[src/hdl/ddrc_pkg.sv]
// Shared types and constants for the debounced distance range classifier.
// Depends on nothing; every other file of the block imports it.
package ddrc_pkg;

    // Range codes carried on range_code.
    localparam logic [2:0] CODE_UNKNOWN  = 3'd0;
    localparam logic [2:0] CODE_CRITICAL = 3'd1;
    localparam logic [2:0] CODE_CLOSE    = 3'd2;
    localparam logic [2:0] CODE_NEAR     = 3'd3;
    localparam logic [2:0] CODE_FAR      = 3'd4;
    localparam logic [2:0] CODE_CLEAR    = 3'd5;

    // Configuration register indexes.
    localparam logic [2:0] REG_LIMIT_CRITICAL = 3'd0;
    localparam logic [2:0] REG_LIMIT_CLOSE    = 3'd1;
    localparam logic [2:0] REG_LIMIT_NEAR     = 3'd2;
    localparam logic [2:0] REG_LIMIT_FAR      = 3'd3;
    localparam logic [2:0] REG_CONFIRM_COUNT  = 3'd4;
    localparam logic [2:0] REG_RAW_MODE       = 3'd5;
    localparam logic [2:0] REG_URGENT_POST    = 3'd6;

    // Reset values of the configuration registers.
    localparam logic [15:0] RESET_LIMIT_CRITICAL = 16'd20;
    localparam logic [15:0] RESET_LIMIT_CLOSE    = 16'd50;
    localparam logic [15:0] RESET_LIMIT_NEAR     = 16'd100;
    localparam logic [15:0] RESET_LIMIT_FAR      = 16'd200;
    localparam logic [7:0]  RESET_CONFIRM_COUNT  = 8'd3;

    // Largest value of the confirmation counter.
    localparam logic [7:0] MATCH_MAX = 8'd255;

    typedef struct packed {
        logic [15:0] limit_critical;
        logic [15:0] limit_close;
        logic [15:0] limit_near;
        logic [15:0] limit_far;
        logic [7:0]  confirm_count;
        logic        raw_mode;
        logic        urgent_post;
    } cfg_t;

    // Control from the top level to the tracking logic.
    typedef struct packed {
        logic advance;
        logic clear;
    } track_ctrl_t;

endpackage

[src/hdl/ddrc_cfg.sv]
// Configuration register file of the range classifier.
// Depends on ddrc_pkg for the register indexes, reset values and cfg_t.
module ddrc_cfg
    import ddrc_pkg::*;
(
    input  logic        clk,
    input  logic        rst_n,
    input  logic        cfg_we,
    input  logic [2:0]  cfg_index,
    input  logic [15:0] cfg_wdata,
    output cfg_t        cfg,
    output logic        cfg_clear
);

    cfg_t cfg_reg;
    cfg_t cfg_next;

    // Decode one write; an index beyond the list changes nothing.
    always_comb
    begin
        cfg_next  = cfg_reg;
        cfg_clear = 1'b0;
        if (cfg_we)
        begin
            cfg_clear = 1'b1;
            unique case (cfg_index)
                REG_LIMIT_CRITICAL: cfg_next.limit_critical = cfg_wdata;
                REG_LIMIT_CLOSE:    cfg_next.limit_close    = cfg_wdata;
                REG_LIMIT_NEAR:     cfg_next.limit_near     = cfg_wdata;
                REG_LIMIT_FAR:      cfg_next.limit_far      = cfg_wdata;
                REG_CONFIRM_COUNT:  cfg_next.confirm_count  = cfg_wdata[7:0];
                REG_RAW_MODE:       cfg_next.raw_mode       = cfg_wdata[0];
                REG_URGENT_POST:    cfg_next.urgent_post    = cfg_wdata[0];
                default:            cfg_clear = 1'b0;
            endcase
        end
    end

    always_ff @(posedge clk or negedge rst_n)
    begin
        if (!rst_n)
        begin
            cfg_reg.limit_critical <= RESET_LIMIT_CRITICAL;
            cfg_reg.limit_close    <= RESET_LIMIT_CLOSE;
            cfg_reg.limit_near     <= RESET_LIMIT_NEAR;
            cfg_reg.limit_far      <= RESET_LIMIT_FAR;
            cfg_reg.confirm_count  <= RESET_CONFIRM_COUNT;
            cfg_reg.raw_mode       <= 1'b0;
            cfg_reg.urgent_post    <= 1'b0;
        end
        else
        begin
            cfg_reg <= cfg_next;
        end
    end

    assign cfg = cfg_reg;

endmodule

[src/hdl/ddrc_classify.sv]
// Range classification of one distance sample against the four limits.
// Depends on ddrc_pkg for the range codes and cfg_t.
module ddrc_classify
    import ddrc_pkg::*;
(
    input  cfg_t        cfg,
    input  logic [15:0] distance_cm,
    input  logic        measure_ok,
    output logic [2:0]  code,
    output logic [15:0] shown_cm
);

    // Limits are tested in order; the first one not exceeded wins.
    always_comb
    begin
        if (!measure_ok)
            code = CODE_CLEAR;
        else if (distance_cm <= cfg.limit_critical)
            code = CODE_CRITICAL;
        else if (distance_cm <= cfg.limit_close)
            code = CODE_CLOSE;
        else if (distance_cm <= cfg.limit_near)
            code = CODE_NEAR;
        else if (distance_cm <= cfg.limit_far)
            code = CODE_FAR;
        else
            code = CODE_CLEAR;
    end

    // A failed measurement is shown as distance zero.
    assign shown_cm = measure_ok ? distance_cm : 16'd0;

endmodule

[src/hdl/ddrc_track.sv]
// Confirmation debounce: pending range, confirmed range and match counter.
// Depends on ddrc_pkg for the range codes, cfg_t and track_ctrl_t.
module ddrc_track
    import ddrc_pkg::*;
(
    input  logic        clk,
    input  logic        rst_n,
    input  cfg_t        cfg,
    input  track_ctrl_t ctrl,
    input  logic [2:0]  code,
    output logic        report
);

    logic [2:0] pending_reg;
    logic [2:0] pending_next;
    logic [2:0] confirmed_reg;
    logic [2:0] confirmed_next;
    logic [7:0] match_reg;
    logic [7:0] match_next;
    logic [7:0] match_inc;

    // Counter after a matching sample, held at its maximum.
    assign match_inc = (match_reg == MATCH_MAX) ? match_reg : match_reg + 8'd1;

    // Next tracking state and the report decision for the item in flight.
    always_comb
    begin
        pending_next   = pending_reg;
        confirmed_next = confirmed_reg;
        match_next     = match_reg;
        report         = 1'b0;
        if (ctrl.clear)
        begin
            pending_next   = CODE_UNKNOWN;
            confirmed_next = CODE_UNKNOWN;
            match_next     = 8'd0;
        end
        else if (ctrl.advance)
        begin
            if (cfg.raw_mode)
            begin
                report = 1'b1;
            end
            else if (code == pending_reg)
            begin
                match_next = match_inc;
                if (match_inc >= cfg.confirm_count && code != confirmed_reg)
                begin
                    confirmed_next = code;
                    match_next     = 8'd0;
                    report         = 1'b1;
                end
            end
            else
            begin
                pending_next = code;
                match_next   = 8'd1;
            end
        end
    end

    always_ff @(posedge clk or negedge rst_n)
    begin
        if (!rst_n)
        begin
            pending_reg   <= CODE_UNKNOWN;
            confirmed_reg <= CODE_UNKNOWN;
            match_reg     <= 8'd0;
        end
        else
        begin
            pending_reg   <= pending_next;
            confirmed_reg <= confirmed_next;
            match_reg     <= match_next;
        end
    end

endmodule

[src/hdl/debounced_distance_range_classifier_core.sv]
// Top level of the debounced distance range classifier.
// Depends on ddrc_pkg, ddrc_cfg, ddrc_classify and ddrc_track.
//
// Channel   Signals                                   Direction
// -------   ---------------------------------------   ---------
// in        in_valid, in_ready, distance_cm,           sink
//           measure_ok
// out       out_valid, out_ready, range_code,          source
//           reported_cm, urgent
// cfg       cfg_we, cfg_index, cfg_wdata               sink, write only
//
// One item is accepted per cycle while in_ready is high. The sample is classified
// on entry and held in an input register; when it advances, the debounce logic
// decides and a reported item is loaded into the output register.
// An item that causes no report retires without using the output register.
// Reset clears all valid bits and the tracking state. While the output register
// is stalled the input register holds, and in_ready drops only when both are full.
module debounced_distance_range_classifier_core
    import ddrc_pkg::*;
(
    input  logic        clk,
    input  logic        rst_n,
    input  logic        in_valid,
    output logic        in_ready,
    input  logic [15:0] distance_cm,
    input  logic        measure_ok,
    output logic        out_valid,
    input  logic        out_ready,
    output logic [2:0]  range_code,
    output logic [15:0] reported_cm,
    output logic        urgent,
    input  logic        cfg_we,
    input  logic [2:0]  cfg_index,
    input  logic [15:0] cfg_wdata
);

    cfg_t        cfg;
    logic        cfg_clear;
    logic [2:0]  class_code;
    logic [15:0] class_cm;
    logic        report;
    track_ctrl_t track_ctrl;

    logic        s1_valid_reg;
    logic [2:0]  s1_code_reg;
    logic [15:0] s1_cm_reg;
    logic        out_valid_reg;
    logic [2:0]  out_code_reg;
    logic [15:0] out_cm_reg;
    logic        out_urgent_reg;
    logic        advance;
    logic        in_fire;

    ddrc_cfg u_cfg (
        .clk       (clk),
        .rst_n     (rst_n),
        .cfg_we    (cfg_we),
        .cfg_index (cfg_index),
        .cfg_wdata (cfg_wdata),
        .cfg       (cfg),
        .cfg_clear (cfg_clear)
    );

    ddrc_classify u_classify (
        .cfg         (cfg),
        .distance_cm (distance_cm),
        .measure_ok  (measure_ok),
        .code        (class_code),
        .shown_cm    (class_cm)
    );

    // The held item moves on when the output register is free or being drained.
    assign advance  = s1_valid_reg && (!out_valid_reg || out_ready);
    assign in_ready = !s1_valid_reg || advance;
    assign in_fire  = in_valid && in_ready;

    assign track_ctrl.advance = advance;
    assign track_ctrl.clear   = cfg_clear;

    ddrc_track u_track (
        .clk    (clk),
        .rst_n  (rst_n),
        .cfg    (cfg),
        .ctrl   (track_ctrl),
        .code   (s1_code_reg),
        .report (report)
    );

    // Input register valid bit.
    always_ff @(posedge clk or negedge rst_n)
    begin
        if (!rst_n)
            s1_valid_reg <= 1'b0;
        else if (in_fire)
            s1_valid_reg <= 1'b1;
        else if (advance)
            s1_valid_reg <= 1'b0;
    end

    // Input register payload: classified range and shown distance.
    always_ff @(posedge clk)
    begin
        if (in_fire)
        begin
            s1_code_reg <= class_code;
            s1_cm_reg   <= class_cm;
        end
    end

    // Output register valid bit.
    always_ff @(posedge clk or negedge rst_n)
    begin
        if (!rst_n)
            out_valid_reg <= 1'b0;
        else if (advance)
            out_valid_reg <= report;
        else if (out_ready)
            out_valid_reg <= 1'b0;
    end

    // Output register payload, loaded only for a reported item.
    always_ff @(posedge clk)
    begin
        if (advance && report)
        begin
            out_code_reg   <= s1_code_reg;
            out_cm_reg     <= s1_cm_reg;
            out_urgent_reg <= cfg.urgent_post;
        end
    end

    assign out_valid   = out_valid_reg;
    assign range_code  = out_code_reg;
    assign reported_cm = out_cm_reg;
    assign urgent      = out_urgent_reg;

endmodule

[config.mk]
export PLATFORM = sky130hd
export DESIGN_NAME = debounced_distance_range_classifier_core
export DESIGN_NICKNAME = d
export VERILOG_FILES = /design/src/hdl/ddrc_pkg.sv /design/src/hdl/ddrc_cfg.sv /design/src/hdl/ddrc_classify.sv /design/src/hdl/ddrc_track.sv /design/src/hdl/debounced_distance_range_classifier_core.sv
export SDC_FILE = /design/constraint.sdc
export NUM_CORES = 1
export LEC_CHECK = 0
export BUFFER_PORTS_ARGS = -buffer_cell sky130_fd_sc_hd__clkbuf_2
export CAP_MARGIN = 20
export CORE_ASPECT_RATIO = 1.5
export CORE_MARGIN = 2
export CORE_UTILIZATION = 51
export CTS_CLUSTER_SIZE = 8
export DETAILED_ROUTE_END_ITERATION = 8
export PLACE_DENSITY = 0.75
export SLEW_MARGIN = 40
export SYNTH_ARGS = -nofsm -noshare
export SYNTH_HDL_FRONTEND = slang
export SYNTH_SLANG_ARGS = --single-unit
[constraint.sdc]
create_clock -name clk -period 3.8 [get_ports clk]
set_input_delay 0.38 -clock clk [delete_from_list [all_inputs] [get_ports clk]]
set_output_delay 0.38 -clock clk [all_outputs]
set_load 0.01 [all_outputs]
==> results of run 1 <==
through the flow:
step                      instances  utilization
after detailed placement        855        0.563
final                           887        0.609
after global routing            887        0.609
after global placement          855        0.562
after floorplan                 643            -
after CTS                       886        0.608
cell usage after synthesis (3+ instances only):
| cell | count | area share |
|---|---|---|
| nor3b_1 | 5 | 0.0055 |
| a22o_1 | 4 | 0.0052 |
| xnor2_1 | 6 | 0.0077 |
| edfxtp_1 | 39 | 0.17 |
| dfstp_2 | 13 | 0.050 |
| o21ai_1 | 38 | 0.028 |
| ha_1 | 73 | 0.13 |
| mux2_2 | 7 | 0.012 |
| o31ai_1 | 4 | 0.0044 |
| inv_1 | 71 | 0.039 |
| nand3_1 | 15 | 0.011 |
| nand2_1 | 84 | 0.046 |
| a21o_1 | 7 | 0.0077 |
| nor2b_1 | 5 | 0.0046 |
| nor2_1 | 11 | 0.0061 |
| o211ai_1 | 4 | 0.0044 |
| dfrtp_1 | 77 | 0.28 |
| nor3_1 | 5 | 0.0037 |
| a21oi_1 | 32 | 0.024 |
| mux2_1 | 16 | 0.027 |
| o21ai_0 | 28 | 0.021 |
| nand4_1 | 21 | 0.019 |
| and2_1 | 20 | 0.018 |
| xor2_1 | 4 | 0.0052 |
| nand2b_1 | 4 | 0.0037 |
| a211oi_1 | 3 | 0.0033 |
| clkbuf_1 | 15 | 0.0083 |
critical path: cells and delay by family (launching register included):
family                     cells  cell delay [ns]
AOI/OAI and AO/OA              4             1.27
xor gates and xnor gates       1             0.17
DFF                            1             0.46
buffers and inverters          1             0.23
adders and majority gates      2             0.54
and+or+nand+nor                4             0.60
how the worst max path moves through the flow:
stage,end,slack [ns],cells after the start
after floorplan,range_code[0],0.26,11
after global placement,reported_cm[10],0.45,12
after detailed placement,reported_cm[11],0.33,12
after CTS,reported_cm[7],0.33,12
after global routing,reported_cm[9],0.13,12
final,reported_cm[9],0.28,12
repair_timing:
item / 4_1_cts / 5_1_grt
hold buffers: 0 / 1
resized for setup: 0 / 0
hold endpoints to repair: 0 / 11
setup endpoints to repair: 0 / 0
cell type report:
type | instances | area [sq um] | area share
inverter | 71 | 267 | 0.0336
tap | 159 | 199 | 0.0251
clock inverter | 14 | 166 | 0.0210
multi-input combinational | 427 | 3050 | 0.385
timing repair buffer | 70 | 379 | 0.0478
clock buffer | 17 | 425 | 0.0537
sequential | 129 | 3440 | 0.434
layer usage:
layer	vias to the layer above	routed length (microns)
met2	181	8070
met4	0	391
li1	2417	-
met3	31	767
met1	2504	6380
met5	-	0
logic make-up after synthesis:
| kind of cell | Yosys count |
|---|---|
| buffers and inverters | 87 |
| AOI/OAI and AO/OA | 137 |
| muxes | 24 |
| xor gates and xnor gates | 10 |
| and+or+nand+nor | 183 |
| DFF | 129 |
| adders and majority gates | 73 |
power groups by stage:
stage / registers [W] / logic, W / clock network, W
2_1_floorplan: 0.00176 / 0.000558 / 0
3_3_place_gp: 0.00177 / 0.000773 / 0
3_5_place_dp: 0.00178 / 0.000820 / 0
4_1_cts: 0.00175 / 0.000835 / 0.00165
5_1_grt: 0.00177 / 0.000950 / 0.00172
6_report: 0.00175 / 0.000838 / 0.00164
==> key figures, run 1 <==
Pwr
  • Clock power frac: 0.387
  • Pwr/cell area: 533 mW/mm^2
  • Part of the power in registers: 0.415
  • Net Sw Power: 0.00120 W
  • Internal cell power: 0.00303 W
  • Pleak: 3.60 nW
  • VDD IR max: 0.337 mV
  • Total power: 0.00423 W
  • Combinational Power Share: 0.198
  • Sw Share: 0.283

Worst setup path
  • Kind of critical path: flip-flop to flip-flop
  • Reg2reg setup slack: 0.28 ns
  • Crit-path max FO: 20
  • CP required: 3.96 ns
  • Most common cell on crit path: ha_1
  • Crit path capture type: flip-flop
  • RR Endpoint: reported_cm[9]
  • Critical Path, Cell by Cell: ha_1, and2_1, nand3_1, xnor2_1, ha_1, nand2b_1, a21o_1, a211o_1, a221o_2, a31oi_1, nor3_2, buf_4
  • Reg2reg path depth: 12
  • Worst Setup Start Kind: flip-flop
  • Launch point of the critical path: u_track.match_reg[0]
  • Worst stage delay on the critical path: 0.48 ns
  • CP arrival: 3.68 ns
  • Slowest CP cell: a221o_2
  • Crit Reg-Reg Startpoint: u_track.match_reg[0]

Global route
  • Initial antenna violation count: 0
  • Vias in the first global route: 5,365
  • Global routing's busiest layer: met2
  • Grt ovf: 0
  • GRT Total Usage: 0.228
  • Largest net degree at the start of global routing: 66
  • Met3 global-route usage: 0.0548
  • First-pass GRT wire length: 25,800 microns
  • Met1 GRT Util: 0.269
  • Global routing usage on met2: 0.399

Drt
  • DRC: 0
  • DR pass1 iterations: 5
  • DRT iter0 DRCs: 313
  • Final WL: 15,600 microns
  • Via/cell ratio: 5.79
  • DR WL/cell: 17.6 microns
  • Antenna Violating Nets Remaining: 0
  • Routed vias: 5,133

Yosys
  • Number of synthesized flops with an enable pin: 39
  • Synth Cell Area: 0.00679 sq mm
  • Synth Area in Adders: 0.134
  • Post-synthesis simple-gate area fraction: 0.135
  • Register area share after synthesis: 0.506
  • Main synth FF type: dfrtp_1
  • Syn Area/Cell: 10.6 sq um
  • Post-synth ARST share: 0.698
  • XOR/XNOR share of the synthesized area: 0.0129
  • Synth Area in Compound Gates: 0.123
  • Post-synth cell types: 53
  • Main combinational cell family by area after synthesis: simple AND/OR/NAND/NOR gates
  • Syn Inst Count: 643
  • Syn Nets: 757
  • Yosys reg bits: 129
  • Mux share of post-synthesis cell area: 0.0396
  • Synth warn: 0

Place
  • Port Buffer Count: 62
  • RePlAce Congestion: 0.876
  • DP Worst Slack: 0.326 ns
  • DP Area: 0.00732 sq mm
  • HPWL Detailed: 11,600 microns

Timing
  • Clock skew: 0.00556 ns
  • Final total negative setup slack: 0 ns
  • Fmax: 284 MHz
  • Final Hold Fails: 0
  • Final WS setup: 0.278 ns
  • Slew Limit Fails: 0
  • Fin Hold WS: 0.186 ns
  • Final worst-path cycle share: 0.927
  • Final min period: 3.52 ns
  • Headroom to the max-slew limit: 0.488
  • Count of final setup violators: 0
  • RSZ-0062 raised after global routing: false
  • Worst slew pin tran: 0.768 ns

Floorplanning
  • Row cnt: 51
  • DIE AREA: 0.0143 sq mm
  • Die H: 145 microns
  • Die X: 98.2 microns
  • Initial cell density of the core: 0.522
  • Core Region: 0.0130 sq mm
  • I/O Pins: 63

Clocking
  • Number of setup buffers added after CTS: 0
  • CTS Buf Count: 17
  • CTS max path bufs: 2
  • Root Driver: clkbuf_16
  • CTS H-tree lvls: 4
  • Clock Sinks: 129
  • Reg clk slew, reported paths: 0.06 ns
  • TritonCTS clock tree: built
  • Clock Latency Late Sink: 0.42 ns

Cells and area
  • Synthesis-to-finish area growth: 16.7%
  • # fillers: 1,043
  • Largest register FFs: 74
  • Nets: 830
  • Most common cell after layout, fill and taps aside: nand2_1
  • Final instance area: 0.00793 sq mm
  • Layout cells sized above 1: 0.180
  • Most frequent cells in the layout: 84 x nand2_1, 77 x dfrtp_1, 73 x ha_1
  • Inserted Diodes: 0

Run
  • # Max-Cap Violations: 0

Min path
  • Worst hold stages: 2
  • Hold Startpoint: in_valid
  • WHS Endpoint: s1_valid_reg
  • Hold Path Class: primary input to flip-flop

Status
  • Status: complete, no violations
Power figures use the tool's default switching activity.
==> run 2, diff against run 1 <==
--- a/config.mk
+++ b/config.mk
@@ -5,7 +5,7 @@
 export SDC_FILE = /design/constraint.sdc
 export NUM_CORES = 1
 export LEC_CHECK = 0
-export BUFFER_PORTS_ARGS = -buffer_cell sky130_fd_sc_hd__clkbuf_2
+export BUFFER_PORTS_ARGS = -buffer_cell sky130_fd_sc_hd__buf_2
 export CAP_MARGIN = 20
 export CORE_ASPECT_RATIO = 1.5
 export CORE_MARGIN = 2
==> key figures, run 2 (same netlist as run 1, synthesis figures left out) <==
Cells and area
  • Most common cell after layout, fill and taps aside: nand2_1
  • Largest register FFs: 74 (unchanged)
  • Synthesis-to-finish area growth: 16.6% (about the same)
  • Non-Filler Instances: 888 (+0.11%)
  • Most frequent cells in the layout: 84 x nand2_1, 77 x dfrtp_1, 73 x ha_1
  • Util after Layout: 0.609 (about the same)
  • Inserted Diodes: 0 (unchanged)
  • Layout cells sized above 1: 0.182 (+0.00250)
  • # fillers: 1,051 (+0.77%)
  • Nets: 830 (unchanged)

Floorplanning
  • Initial cell density of the core: 0.522 (unchanged)
  • I/O Pins: 63 (unchanged)
  • Die X: 98.2 microns (unchanged)
  • Row cnt: 51 (unchanged)
  • Die H: 145 microns (unchanged)
  • DIE AREA: 0.0143 sq mm (unchanged)
  • Core Region: 0.0130 sq mm (unchanged)

Pwr
  • Pwr/cell area: 526 mW/mm^2 (-1.3%)
  • Pleak: 3.58 nW (-0.42%)
  • VDD IR max: 0.242 mV (-28%)

Timing
  • Final min period: 3.52 ns (-0.00517 ns)
  • RSZ-0062 raised after global routing: false
  • Slew Limit Fails: 0 (unchanged)
  • Clock skew: 0.00452 ns (-0.00104 ns)
  • Final total negative setup slack: 0 ns (unchanged)
  • Count of final setup violators: 0 (unchanged)
  • Headroom to the max-slew limit: 0.492 (+0.00411)
  • Final worst-path cycle share: 0.926 (-0.00136)
  • Fin Hold WS: -0.0334 ns (-0.219 ns)
  • Worst slew pin tran: 0.760 ns (-0.00863 ns)
  • Final Hold Fails: 28 (+28)
  • Fmax: 284 MHz (+0.15%)

Place
  • HPWL Detailed: 11,300 microns (-3.0%)
  • # placed instances: 855 (unchanged)
  • Port Buffer Count: 62 (unchanged)
  • RePlAce Congestion: 0.877 (about the same)

Clocking
  • Root Driver: clkbuf_16
  • Clock Latency Late Sink: 0.42 ns (about the same)
  • CTS resizes: 0 (unchanged)
  • Cts hold-fix bufs: 0 (unchanged)
  • CTS Buf Count: 17 (unchanged)
  • Reg clk slew, reported paths: 0.06 ns (about the same)
  • Clock Sinks: 129 (unchanged)
  • CTS max path bufs: 2 (unchanged)
  • CTS H-tree lvls: 4 (unchanged)
  • Number of setup buffers added after CTS: 0 (unchanged)
  • TritonCTS clock tree: built

Worst setup path
  • CP required: 3.95 ns (about the same)
  • Crit-path max FO: 20 (unchanged)
  • CP arrival: 3.67 ns (about the same)
  • RR Endpoint: reported_cm[2]
  • Kind of critical path: flip-flop to flip-flop
  • Worst Setup Start Kind: flip-flop
  • Crit path capture type: flip-flop
  • Reg2reg setup slack: 0.28 ns (about the same)
  • Crit Reg-Reg Startpoint: u_track.match_reg[0]
  • Reg2reg path depth: 12 (unchanged)

Status
  • Status: finished with violations
  • Failing checks: negative hold slack

Drt
  • DR pass1 iterations: 6 (+1)
  • Via/cell ratio: 5.70 (-1.5%)
  • DR WL/cell: 17.2 microns (-2.4%)
  • Final WL: 15,200 microns (-2.3%)
  • Antenna Violating Nets Remaining: 0 (unchanged)
  • DRC: 0 (unchanged)
  • DRT iter0 DRCs: 275 (-12%)
  • Routed vias: 5,062 (-1.4%)

Global route
  • GRT Total Usage: 0.223 (-0.00515)
  • Vias in the first global route: 5,260 (-2.0%)
  • First-pass GRT wire length: 25,200 microns (-2.5%)
  • Grt ovf: 0 (unchanged)
  • Initial antenna violation count: 0 (unchanged)
  • Largest net degree at the start of global routing: 74 (+12%)

Min path
  • Hold Path Class: primary input to asynchronous set/reset pin

Run
  • # Max-Cap Violations: 0 (unchanged)
[run 2: cell types whose count changed in the layout (fill, tap and decap cells not counted)]
| cell | previous run | this run |
|---|---|---|
| buf_2 | 0 | 61 |
| clkbuf_2 | 61 | 0 |
| inv_6 | 1 | 4 |
| bufinv_16 | 3 | 2 |
| clkbuf_8 | 0 | 1 |
| clkinv_2 | 3 | 2 |
| dlygate4sd3_1 | 1 | 0 |
[run 2: power by group]
group / leakage, nW / internal, W / total, W / switching [W]
registers: 1.47 / 0.00167 / 0.00175 / 0.0000822
clock network: 0.278 / 0.000969 / 0.00159 / 0.000616
logic: 1.84 / 0.000339 / 0.000836 / 0.000497
total: 3.58 / 0.00298 / 0.00417 / 0.00120
[run 2: how the worst max path moves through the flow]
stage | from | endpoint | cells after the start
floorplan | u_track.match_reg[3] | range_code[0] | 11
global placement | u_track.match_reg[0] | reported_cm[10] | 12
detailed placement | u_track.match_reg[0] | reported_cm[12] | 12
CTS | u_track.match_reg[0] | range_code[1] | 12
global route | u_track.match_reg[0] | reported_cm[10] | 12
finish | u_track.match_reg[0] | reported_cm[2] | 12
[run 2: through the flow]
step / instance area, sq um / total power (W) / setup slack [ns] / hold WS (ns)
detailed placement: 7330 / 0.00259 / 0.326 / 0.407
finish: 7920 / 0.00417 / 0.283 / -0.0334
global placement: 7310 / 0.00254 / 0.460 / 0.401
floorplan: 6800 / 0.00232 / 0.260 / 0.0844
CTS: 7910 / 0.00420 / 0.320 / 0.0000874
global route: 7920 / 0.00441 / 0.135 / 0.0203
[run 2: area by class of cell]
cell class                 instances  area, sq um  share of cell area
sequential                       129         3440               0.434
multi-input combinational        427         3050               0.385
inverter                          71          267              0.0336
clock inverter                    15          158              0.0199
timing repair buffer              70          383              0.0483
tap                              159          199              0.0251
clock buffer                      17          425              0.0537
[run 2: critical path: stages, from the launching register on]
cell      delay (ns)
dfrtp_1         0.45
ha_1            0.27
and2_1          0.23
nand3_1         0.17
xnor2_1         0.17
ha_1            0.26
nand2b_1        0.14
a21o_1          0.17
a211o_1         0.33
a221o_2         0.48
a31oi_1         0.27
nor3_2          0.08
buf_4           0.23
[run 2: metal layers]
metal / routed length, microns / global-route usage / vias up
met5: 0 / 0 / -
met4: 573 / 0.112 / 0
met3: 766 / 0.0485 / 49
met2: 7700 / 0.377 / 172
met1: 6210 / 0.267 / 2419
li1: - / - / 2422
==> run 3, diff against run 2 <==
--- a/config.mk
+++ b/config.mk
@@ -9,10 +9,11 @@
 export CAP_MARGIN = 20
 export CORE_ASPECT_RATIO = 1.5
 export CORE_MARGIN = 2
-export CORE_UTILIZATION = 51
+export CORE_UTILIZATION = 35
 export CTS_CLUSTER_SIZE = 8
 export DETAILED_ROUTE_END_ITERATION = 8
-export PLACE_DENSITY = 0.75
+export PLACE_DENSITY = 0.56
+export SETUP_SLACK_MARGIN = 0.4
 export SLEW_MARGIN = 40
 export SYNTH_ARGS = -nofsm -noshare
 export SYNTH_HDL_FRONTEND = slang
==> key figures, run 3 (same netlist as run 1, synthesis figures left out) <==
Status
  • Status: complete, no violations

Timing
  • Worst slew pin tran: 0.833 ns (+0.0736 ns)
  • Slew Limit Fails: 0 (unchanged)
  • Headroom to the max-slew limit: 0.442 (-0.0499)
  • Fin Hold WS: 0.171 ns (+0.204 ns)
  • Final total negative setup slack: 0 ns (unchanged)
  • Final Hold Fails: 0 (-100%)
  • RSZ-0062 raised after global routing: false
  • Clock skew: 0.00950 ns (+0.00498 ns)
  • Count of final setup violators: 0 (unchanged)
  • Final worst-path cycle share: 0.865 (-0.0606)
  • Final min period: 3.29 ns (-0.230 ns)
  • Fmax: 304 MHz (+7.0%)

Global route
  • Grt ovf: 0 (unchanged)
  • Global routing usage on met2: 0.292 (-0.0857)
  • Met3 global-route usage: 0.0326 (-0.0159)
  • GRT Total Usage: 0.163 (-0.0600)
  • Met1 GRT Util: 0.189 (-0.0777)
  • Global routing's busiest layer: met2
  • Initial antenna violation count: 0 (unchanged)
  • Vias in the first global route: 5,116 (-2.7%)
  • Largest net degree at the start of global routing: 40 (-46%)
  • First-pass GRT wire length: 26,300 microns (+4.3%)

Drt
  • DR pass1 iterations: 4 (-2)
  • Final WL: 16,000 microns (+5.1%)
  • Routed vias: 5,000 (-1.2%)
  • DR WL/cell: 16.2 microns (-5.6%)
  • DRC: 0 (unchanged)
  • DRT iter0 DRCs: 340 (+24%)
  • Antenna Violating Nets Remaining: 0 (unchanged)
  • Via/cell ratio: 5.06 (-11%)

Cells and area
  • Inserted Diodes: 0 (unchanged)
  • Non-Filler Instances: 989 (+11%)
  • Sequential cell area: 0.00344 sq mm (about the same)
  • Util after Layout: 0.427 (-0.182)
  • Synthesis-to-finish area growth: 19.8%
  • Nets: 834 (+0.48%)
  • Most frequent cells in the layout: 84 x nand2_1, 76 x dfrtp_1, 72 x ha_1
  • Layout cells sized above 1: 0.202 (+0.0195)
  • Most common cell after layout, fill and taps aside: nand2_1
  • Largest register FFs: 74 (unchanged)
  • Footprint of the multi-input gates: 0.00314 sq mm (+2.8%)
  • # fillers: 1,851 (+76%)

Clocking
  • Root Driver: clkbuf_16
  • CTS max path bufs: 2 (unchanged)
  • Clock Sinks: 129 (unchanged)
  • TritonCTS clock tree: built
  • Reg clk slew, reported paths: 0.06 ns (about the same)
  • CTS Buf Count: 17 (unchanged)
  • Clock Latency Late Sink: 0.42 ns (about the same)
  • CTS H-tree lvls: 4 (unchanged)

Place
  • RePlAce Congestion: 0.824 (-6.0%)
  • # placed instances: 953 (+11%)
  • Port Buffer Count: 62 (unchanged)
  • HPWL Detailed: 12,100 microns (+7.0%)

Pwr
  • Pleak: 3.62 nW (+0.88%)
  • VDD IR max: 0.328 mV (+35%)
  • Pwr/cell area: 515 mW/mm^2 (-2.1%)
  • Total power: 0.00420 W (+0.59%)

Min path
  • Hold Path Class: primary input to flip-flop

Floorplanning
  • DIE AREA: 0.0206 sq mm (+44%)
  • I/O Pins: 63 (unchanged)
  • Core Region: 0.0191 sq mm (+47%)
  • Initial cell density of the core: 0.356 (-0.166)
  • Die H: 175 microns (+20%)
  • Die X: 118 microns (+20%)
  • Row cnt: 62 (+22%)

Worst setup path
  • Worst Setup Start Kind: flip-flop
  • Kind of critical path: flip-flop to flip-flop
  • Reg2reg setup slack: 0.51 ns (+0.23 ns)
  • CP required: 3.93 ns (-0.02 ns)
  • Crit-path max FO: 10 (-50%)
  • Crit path capture type: flip-flop
  • CP arrival: 3.41 ns (-0.26 ns)

Run
  • # Max-Cap Violations: 0 (unchanged)
run 3: final timing paths:
path / start / to / cells past startpoint
worst max-delay path: u_track.match_reg[0] / reported_cm[7] / 11
worst min-delay path: in_valid / s1_valid_reg / 2
worst max register to register: u_track.match_reg[0] / reported_cm[7] / 11
worst min register to register: s1_cm_reg[0] / reported_cm[0] / 0
max in group asynchronous: rst_n / u_cfg.cfg[3] / 3
min in group asynchronous: rst_n / u_cfg.cfg[66] / 2
run 3: repair_timing:
item | in CTS | in global routing
pin swaps | 3 | 1
hold buffers | 1 | 0
endpoints found under the hold margin | 29 | 0
resized for setup | 5 | 8
cloned | 1 | 0
setup buffers | 1 | 1
endpoints found under the setup margin | 20 | 20
run 3: critical path, cell delays in order (launching register included):
cell and delay, ns:
dfrtp_2 0.44, ha_2 0.26, and2_4 0.19, nand3_2 0.12, xnor2_2 0.17, ha_1 0.26
nand2b_1 0.13, a21o_1 0.17, a211o_1 0.33, a221o_2 0.45, a31oi_4 0.32, nor3_4 0.13
run 3: final cells by class:
cell class,count,area share
Timing Repair Buffer,73,0.0489
Tap cell,256,0.0393
Sequential cell,129,0.423
Clock inverter,15,0.0186
Multi-Input combinational cell,428,0.385
Inverter,71,0.0327
Clock buffer,17,0.0523
run 3: routing by layer:
metal	routed length (microns)	up-vias	part of all wire
li1	-	2434	-
met1	6810	2407	0.42
met2	8260	126	0.52
met3	575	33	0.036
met4	378	0	0.024
met5	0	-	0
run 3: through the flow:
stage                     area, sq um  worst slack, ns
after floorplan                  6810            0.516
after global placement           7450            0.309
after detailed placement         7460            0.185
after CTS                        8090            0.430
after global routing             8140            0.358
final                            8140            0.513
run 3: where the power goes:
part | leakage (nW) | internal (W) | switching (W) | total, W
logic | 1.87 | 0.000344 | 0.000501 | 0.000845
clock network | 0.279 | 0.000921 | 0.000682 | 0.00160
registers | 1.47 | 0.00167 | 0.0000814 | 0.00175
total | 3.62 | 0.00293 | 0.00126 | 0.00420
